$ cat src/design/mst_pkg.sv
package mst_pkg;

  localparam int NUM_SLOTS_DEF  = 16;
  localparam int COUNT_BITS_DEF = 32;

  localparam int KIND_W     = 3;
  localparam int SLOT_W     = 4;
  localparam int VALUE_W    = 32;
  localparam int S_TDATA_W  = 72;
  localparam int M_TDATA_W  = 8;

  typedef enum logic [KIND_W-1:0] {
    KIND_TICK  = 3'd0,
    KIND_SETUP = 3'd1,
    KIND_START = 3'd2,
    KIND_STOP  = 3'd3,
    KIND_RESET = 3'd4
  } kind_e;

  typedef enum logic [2:0] {
    ST_IDLE,
    ST_READ,
    ST_EVAL,
    ST_PUSH,
    ST_FLUSH
  } state_e;

endpackage

$ cat src/design/mst_ram.sv
module mst_ram #(
  parameter int WIDTH = 32,
  parameter int DEPTH = 16,
  localparam int ADDR_W = (DEPTH > 1) ? $clog2(DEPTH) : 1
) (
  input  logic              clk_i,
  input  logic              we_i,
  input  logic [ADDR_W-1:0] waddr_i,
  input  logic [WIDTH-1:0]  wdata_i,
  input  logic [ADDR_W-1:0] raddr_i,
  output logic [WIDTH-1:0]  rdata_o
);

  logic [WIDTH-1:0] mem_q [DEPTH];
  logic [WIDTH-1:0] rdata_q;

  always_ff @(posedge clk_i) begin
    if (we_i) begin
      mem_q[waddr_i] <= wdata_i;
    end
    rdata_q <= mem_q[raddr_i];
  end

  assign rdata_o = rdata_q;

endmodule

$ cat src/design/multi_slot_software_timer_unit.sv
// Table of NUM_SLOTS one-shot or repeating timer slots. A set up, start, stop or reset
// command is applied while the unit is idle. A tick walks the slots in ascending order
// through one shared read, count-up and compare pass over the slot stores: a slot that
// is not both registered and running is passed over at the store read, one that is goes
// through store read, then evaluate and write back, and a closing step ends the walk;
// a firing slot may wait in a push step while the result side stalls. Each firing slot
// gives one result transfer in slot order, the final one with tlast set. No new item is
// taken while a tick is walking; a finished result waits in the output register
// without holding up the next item.
module multi_slot_software_timer_unit #(
  parameter int NUM_SLOTS  = mst_pkg::NUM_SLOTS_DEF,
  parameter int COUNT_BITS = mst_pkg::COUNT_BITS_DEF
) (
  input  logic                          clk_i,
  input  logic                          rst_ni,
  input  logic                          s_axis_tvalid,
  output logic                          s_axis_tready,
  // [3:0] slot, [35:4] first_delay, [67:36] repeat_period, [68] repeat_req
  input  logic [mst_pkg::S_TDATA_W-1:0] s_axis_tdata,
  // [2:0] kind
  input  logic [mst_pkg::KIND_W-1:0]    s_axis_tuser,
  output logic                          m_axis_tvalid,
  input  logic                          m_axis_tready,
  // [3:0] fired_slot
  output logic [mst_pkg::M_TDATA_W-1:0] m_axis_tdata,
  output logic                          m_axis_tlast
);

  import mst_pkg::*;

  localparam int IDX_W = (NUM_SLOTS > 1) ? $clog2(NUM_SLOTS) : 1;
  localparam int CFG_W = 2 * COUNT_BITS + 1;

  state_e                 state_q, state_d;
  logic [IDX_W-1:0]       idx_q, idx_d;
  logic [NUM_SLOTS-1:0]   running_q, running_d;
  logic [NUM_SLOTS-1:0]   registered_q, registered_d;
  logic                   pend_valid_q, pend_valid_d;
  logic [IDX_W-1:0]       pend_slot_q, pend_slot_d;
  logic                   out_valid_q, out_valid_d;
  logic [IDX_W-1:0]       out_slot_q, out_slot_d;
  logic                   out_last_q, out_last_d;

  kind_e                  in_kind;
  logic [SLOT_W-1:0]      in_slot;
  logic [VALUE_W-1:0]     in_delay;
  logic [VALUE_W-1:0]     in_period;
  logic                   in_mode;
  logic                   slot_ok;
  logic [IDX_W-1:0]       in_addr;

  logic                   cnt_we;
  logic [IDX_W-1:0]       cnt_waddr;
  logic [COUNT_BITS-1:0]  cnt_wdata;
  logic [COUNT_BITS-1:0]  cnt_rdata;
  logic                   cfg_we;
  logic [IDX_W-1:0]       cfg_waddr;
  logic [CFG_W-1:0]       cfg_wdata;
  logic [CFG_W-1:0]       cfg_rdata;

  logic [COUNT_BITS-1:0]  cur_delay;
  logic [COUNT_BITS-1:0]  cur_period;
  logic                   cur_mode;
  logic [COUNT_BITS-1:0]  cnt_inc;
  logic                   fire;
  logic                   at_end;
  logic [IDX_W-1:0]       idx_next;
  logic                   out_free;

  assign in_kind   = kind_e'(s_axis_tuser);
  assign in_slot   = s_axis_tdata[3:0];
  assign in_delay  = s_axis_tdata[35:4];
  assign in_period = s_axis_tdata[67:36];
  assign in_mode   = s_axis_tdata[68];
  assign slot_ok   = int'(in_slot) < NUM_SLOTS;
  assign in_addr   = IDX_W'(in_slot);

  assign cur_delay  = cfg_rdata[COUNT_BITS-1:0];
  assign cur_period = cfg_rdata[2*COUNT_BITS-1:COUNT_BITS];
  assign cur_mode   = cfg_rdata[2*COUNT_BITS];
  assign cnt_inc    = cnt_rdata + COUNT_BITS'(1);
  assign fire       = cnt_inc >= cur_delay;

  assign at_end   = idx_q == IDX_W'(NUM_SLOTS - 1);
  assign idx_next = idx_q + IDX_W'(1);
  assign out_free = !out_valid_q || m_axis_tready;

  mst_ram #(
    .WIDTH(COUNT_BITS),
    .DEPTH(NUM_SLOTS)
  ) u_cnt_ram (
    .clk_i  (clk_i),
    .we_i   (cnt_we),
    .waddr_i(cnt_waddr),
    .wdata_i(cnt_wdata),
    .raddr_i(idx_q),
    .rdata_o(cnt_rdata)
  );

  mst_ram #(
    .WIDTH(CFG_W),
    .DEPTH(NUM_SLOTS)
  ) u_cfg_ram (
    .clk_i  (clk_i),
    .we_i   (cfg_we),
    .waddr_i(cfg_waddr),
    .wdata_i(cfg_wdata),
    .raddr_i(idx_q),
    .rdata_o(cfg_rdata)
  );

  always_comb begin
    state_d      = state_q;
    idx_d        = idx_q;
    running_d    = running_q;
    registered_d = registered_q;
    pend_valid_d = pend_valid_q;
    pend_slot_d  = pend_slot_q;
    out_valid_d  = out_valid_q;
    out_slot_d   = out_slot_q;
    out_last_d   = out_last_q;
    cnt_we       = 1'b0;
    cnt_waddr    = idx_q;
    cnt_wdata    = '0;
    cfg_we       = 1'b0;
    cfg_waddr    = idx_q;
    cfg_wdata    = {cur_mode, cur_period, cur_period};

    if (out_valid_q && m_axis_tready) begin
      out_valid_d = 1'b0;
    end

    unique case (state_q)
      ST_IDLE: begin
        if (s_axis_tvalid) begin
          if (in_kind == KIND_TICK) begin
            idx_d   = '0;
            state_d = ST_READ;
          end else if (slot_ok) begin
            unique case (in_kind)
              KIND_SETUP: begin
                cfg_we                = 1'b1;
                cfg_waddr             = in_addr;
                cfg_wdata             = {in_mode, COUNT_BITS'(in_period),
                                         COUNT_BITS'(in_delay)};
                cnt_we                = 1'b1;
                cnt_waddr             = in_addr;
                running_d[in_addr]    = 1'b0;
                registered_d[in_addr] = 1'b1;
              end
              KIND_START: running_d[in_addr] = 1'b1;
              KIND_STOP:  running_d[in_addr] = 1'b0;
              KIND_RESET: begin
                cnt_we             = 1'b1;
                cnt_waddr          = in_addr;
                running_d[in_addr] = 1'b1;
              end
              default: ;
            endcase
          end
        end
      end
      ST_READ: begin
        if (registered_q[idx_q] && running_q[idx_q]) begin
          state_d = ST_EVAL;
        end else begin
          idx_d   = idx_next;
          state_d = at_end ? ST_FLUSH : ST_READ;
        end
      end
      ST_EVAL: begin
        cnt_we    = 1'b1;
        cnt_wdata = (fire && cur_mode) ? '0 : cnt_inc;
        cfg_we    = fire && cur_mode;
        if (fire && !cur_mode) begin
          running_d[idx_q] = 1'b0;
        end
        if (fire && pend_valid_q && !out_free) begin
          state_d = ST_PUSH;
        end else begin
          if (fire) begin
            if (pend_valid_q) begin
              out_valid_d = 1'b1;
              out_slot_d  = pend_slot_q;
              out_last_d  = 1'b0;
            end
            pend_valid_d = 1'b1;
            pend_slot_d  = idx_q;
          end
          idx_d   = idx_next;
          state_d = at_end ? ST_FLUSH : ST_READ;
        end
      end
      ST_PUSH: begin
        if (out_free) begin
          out_valid_d = 1'b1;
          out_slot_d  = pend_slot_q;
          out_last_d  = 1'b0;
          pend_slot_d = idx_q;
          idx_d       = idx_next;
          state_d     = at_end ? ST_FLUSH : ST_READ;
        end
      end
      ST_FLUSH: begin
        if (!pend_valid_q) begin
          state_d = ST_IDLE;
        end else if (out_free) begin
          out_valid_d  = 1'b1;
          out_slot_d   = pend_slot_q;
          out_last_d   = 1'b1;
          pend_valid_d = 1'b0;
          state_d      = ST_IDLE;
        end
      end
      default: state_d = ST_IDLE;
    endcase
  end

  always_ff @(posedge clk_i or negedge rst_ni) begin
    if (!rst_ni) begin
      state_q      <= ST_IDLE;
      idx_q        <= '0;
      running_q    <= '0;
      registered_q <= '0;
      pend_valid_q <= 1'b0;
      out_valid_q  <= 1'b0;
    end else begin
      state_q      <= state_d;
      idx_q        <= idx_d;
      running_q    <= running_d;
      registered_q <= registered_d;
      pend_valid_q <= pend_valid_d;
      out_valid_q  <= out_valid_d;
    end
  end

  always_ff @(posedge clk_i) begin
    pend_slot_q <= pend_slot_d;
    out_slot_q  <= out_slot_d;
    out_last_q  <= out_last_d;
  end

  assign s_axis_tready = state_q == ST_IDLE;
  assign m_axis_tvalid = out_valid_q;
  assign m_axis_tdata  = M_TDATA_W'(SLOT_W'(out_slot_q));
  assign m_axis_tlast  = out_last_q;

endmodule

$ cat config.mk
export PLATFORM = sky130hd
export DESIGN_NAME = multi_slot_software_timer_unit
export DESIGN_NICKNAME = d
export VERILOG_FILES = /design/src/design/mst_pkg.sv /design/src/design/mst_ram.sv /design/src/design/multi_slot_software_timer_unit.sv
export SDC_FILE = /design/constraint.sdc
export NUM_CORES = 2
export LEC_CHECK = 0
export BUFFER_PORTS_ARGS = -buffer_cell sky130_fd_sc_hd__buf_2
export CORE_ASPECT_RATIO = 1.1
export CORE_MARGIN = 2
export CORE_UTILIZATION = 45
export DETAILED_ROUTE_END_ITERATION = 12
export GPL_TIMING_DRIVEN = 1
export PLACE_DENSITY_LB_ADDON = 0.1
export SETUP_SLACK_MARGIN = 0.2
export SLEW_MARGIN = 20
export SYNTH_ARGS = -nofsm -noshare
export SYNTH_HDL_FRONTEND = slang
export SYNTH_SLANG_ARGS = --single-unit
export TNS_END_PERCENT = 10
$ cat constraint.sdc
create_clock -name clk_i -period 7.32 [get_ports clk_i]
set_input_delay 0.732 -clock clk_i [delete_from_list [all_inputs] [get_ports clk_i]]
set_output_delay 0.732 -clock clk_i [all_outputs]
set_load 0.01 [all_outputs]
==> impl.org <==
** Timing
- The count of final hold-check violations is 0.
- Headroom to the max-slew limit came out at 25.2%.
- Clock period minus final worst setup slack :: 5.97 ns
- Worst Tran Pin Value :: 1.12 ns
- Derived from the worst setup path, the maximum achievable clock frequency is 0.167 GHz.
- Setup repair after global routing left no endpoint under its margin.
- Max-slew violation count :: 0
- Setup Viol. Count Final :: 0
- After layout, the worst path uses 81.6% of the clock period.
- Worst clock skew on the final layout :: 0.0304 ns
- Minimum hold slack :: 0.343 ns
- Final total negative setup slack :: 0 ns

** Logic synthesis
- Of all flip-flops after synthesis, the portion carrying an async set or reset was 2.41%.
- EDFF count, synth :: 1561
- Summed over its instances, the top area cell type makes up 71.7% of the synthesized netlist area.
- Portion of netlist area occupied by mux cells :: 17.0%
- Synthesized flop and latch total :: 1699
- Simple-gate share of the synthesized area :: 3.06%
- Post-synth top cells :: sky130_fd_sc_hd__edfxtp_1, sky130_fd_sc_hd__mux4_2, sky130_fd_sc_hd__nand2_1
- Most common cell in the netlist :: sky130_fd_sc_hd__edfxtp_1
- In the synthesized netlist the dominant register cell turns out to be sky130_fd_sc_hd__edfxtp_1.
- Average footprint of a synthesized cell :: 21.7 um2
- Summing every instance area after synthesis gives 65400 um2.
- Arithmetic-cell share of the synthesized area counting full adders, half adders and majority gates :: 0.708%
- Synthesis produced a netlist whose cell count is 3010.
- Xor and xnor fraction of the mapped netlist area :: 0.429%
- Most area-consuming cells after synthesis :: sky130_fd_sc_hd__edfxtp_1, sky130_fd_sc_hd__mux4_2, sky130_fd_sc_hd__dfxtp_1
- Sequential share of the synthesized area :: 76.2%
- Dominant combinational cell family by area after synthesis :: multiplexers
- Yosys mapped the design onto 66 distinct sky130hd cell types.
- The synthesized netlist devotes 1.38% of its cell area to compound gates.
- The biggest area contributor in the post-synthesis netlist is sky130_fd_sc_hd__edfxtp_1.
- For this run, the number of Yosys warnings is 0.

** Clock network
- Root buffer cell :: sky130_fd_sc_hd__clkbuf_16
- Cts bufs inserted :: 173
- Clock Pin Slew Worst Setup and Hold Paths :: 0.06 ns
- TritonCTS built the clock tree.
- In this run, post-CTS repair resized a total of 0 instances.
- The clock net in this run drives a total of 1699 sinks.
- Number of H-tree levels :: 4
- Clock Tree Buf Depth :: 3
- The later pin in the worst-skew pair is clocked with a latency of 0.80 ns.

** Job
- Across the run, the number of max-cap violations was 0.

** Floorplan
- Die Outline Area :: 148000 um2
- Initial cell density of the core :: 45.4%
- Vert. Die Dim :: 404 um
- Area of the core :: 144000 um2
- 90 I/O pins were placed.
- Standard-cell rows :: 146
- X dimension of the die :: 367 um

** Cells and area
- Ratio of cells with drive above 1 in the final layout :: 28.0%
- Layout Nets :: 3313
- Final non-filler cell total :: 5273
- The multi-input combinational cells in the finished layout cover a total of 15000 um2.
- Final non-filler cell area :: 74300 um2
- Across the whole layout, storage elements account for 49900 um2.
- Area growth from synthesis to final layout :: 13.6%
- Layout fillers :: 11200

** Setup path
- Data on the critical path arrives at its endpoint at 6.43 ns.
- STA classifies the critical path endpoint as a flop.
- Reg2Reg Setup Slack :: 1.35 ns
- Critical path start-end classification :: reg2reg
- The worst register-to-register path begins at u_cnt_ram.rdata_o[0].
- Crit path launch :: u_cnt_ram.rdata_o[0]
- For the worst setup path, the data required time is 7.78 ns.
- The worst setup path is launched from a flop.
- Maximum net fanout on the critical path :: 35

** Power and ir drop
- Dividing total power by cell area gives a power density of 353 nW/um2.
- Across the VDD grid, the largest voltage drop is 272 uV.
- Leakage Power :: 24.0 nW
- Summing internal, switching and leakage power gives 26.2 mW.

** Drt
- Highest routed metal layer :: met4
- Overall via count from detail_route :: 30300
- Detailed-route DRC error count :: 0
- M1 WL :: 64100 um
- The detail route stage leaves a number of antenna-violating nets equal to 0.
- Initial drt markers :: 2772
- Wire length on met3 :: 7380 um
- Post-DR wirelength/cell :: 28.7 um
- Met2 layer wire length in the routed design :: 77600 um
- The first detailed-routing pass ran for 7 iterations.
- Total length of routed wires :: 151000 um
- Via-per-instance ratio :: 5.75

** Global routing
- Entering global routing, the biggest net connects 155 pins.
- The first global-routing pass estimated 222000 um of wire.
- Global routing consumed, over all layers together, 20.7% of the routing resources.
- Global route overflow :: 0
- The number of antenna violations at the first check in global routing was 4.
- The via count of the first global-routing pass came to 32100.

** Hold path
- Min-delay worst type :: in2reg
- Min-Delay Startpoint :: m_axis_tready

** Place
- Inst Count DP :: 4945
- The wire-length estimate of the detail-placed layout is 82700 um.
- At the end of routability-driven placement, the weighted congestion stood at 0.777.
- In this run the tool buffered the top-level ports with 82 buffer cells.
- Placed cell area :: 68600 um2

** Status
- The flow ran to the end, and the final reports show no timing, DRC or antenna violations.
[what timing repair did]
action,in CTS,in global routing
endpoints found under the hold margin,0,41
hold buffers,0,1
buffers inserted,0,0
[per-stage QoR]
step	setup WS, ns	utilization (%)
after floorplan	0.736	-
after global placement	1.29	47.6
after detailed placement	1.31	47.6
after CTS	1.26	51.5
after global routing	1.02	51.5
final	1.35	51.5
[cell type report]
type	count	area share, %
clock inverter	75	1.02
tap	1924	3.24
antenna	3	0.0101
multi-input combinational	1127	20.2
timing repair buffer	154	1.66
sequential	1699	67.1
inverter	42	0.212
clock buffer	249	6.57
[cells in the final DEF (no fill, tap or decap), drive strengths merged, types with 42 or more instances in the layout]
cell type | synthesis | layout
nand2 | 221 | 221
clkinv | 0 | 52
clkbuf | 95 | 249
buf | 50 | 153
nor2b | 42 | 42
dfxtp | 97 | 97
edfxtp | 1561 | 1561
inv | 42 | 51
mux4 | 489 | 489
nor2 | 49 | 49
[registers in the layout (all words and copies together) (netlist names), named ones only]
signal and count:
out_slot_q 4, u_cfg_ram.mem_q 1040, m_axis_tlast 1, u_cnt_ram.mem_q 512
state_q 3, pend_valid_q 1, m_axis_tvalid 1, idx_q 4
pend_slot_q 4, registered_q 16, u_cfg_ram.rdata_o 65, u_cnt_ram.rdata_o 32
[worst paths after layout]
path,endpoint,cells past startpoint
max,u_cfg_ram.mem_q[13][12],15
min,pend_valid_q,4
max reg2reg,u_cfg_ram.mem_q[13][12],15
min reg2reg,out_slot_q[2],0
max in group asynchronous,idx_q[1],2
min in group asynchronous,m_axis_tvalid,2
[report_power, final]
group	leakage, nW	switching (mW)	internal (mW)
combinational	5.24	3.04	2.25
sequential	16.0	0.313	11.9
clock	2.76	3.65	5.04
[worst max-delay path, cell delays in order (launching register included)]
cell and delay, ns:
sky130_fd_sc_hd__dfxtp_1 0.51, sky130_fd_sc_hd__ha_1 0.32, sky130_fd_sc_hd__and4_1 0.32, sky130_fd_sc_hd__and4_1 0.29
sky130_fd_sc_hd__and4_1 0.39, sky130_fd_sc_hd__and3_1 0.22, sky130_fd_sc_hd__xor2_1 0.09, sky130_fd_sc_hd__ha_1 0.33
sky130_fd_sc_hd__nand4_1 0.16, sky130_fd_sc_hd__nor4_1 0.39, sky130_fd_sc_hd__nand2_1 0.12, sky130_fd_sc_hd__a31oi_1 0.47
sky130_fd_sc_hd__o211ai_1 0.33, sky130_fd_sc_hd__o22ai_1 0.49, sky130_fd_sc_hd__and2_4 0.78, sky130_fd_sc_hd__buf_12 0.36
[logic make-up (layout without fill, tap and decap cells)]
family / Yosys count / count (layout)
adders and majority gates: 37 / 37
DFF: 1699 / 1699
AOI/OAI and AO/OA: 127 / 127
buffers and inverters: 187 / 520
and+or+nand+nor: 428 / 428
muxes: 499 / 499
other: 1 / 7
xor gates and xnor gates: 32 / 32
[layer usage]
metal | vias up | GRT usage (%)
met1 | 16400 | 28.1
met2 | 836 | 35.0
met5 | - | 0
met3 | 189 | 3.51
met4 | 0 | 5.00
li1 | 12900 | -
No activity file was read; power rests on OpenSTA's default activity.
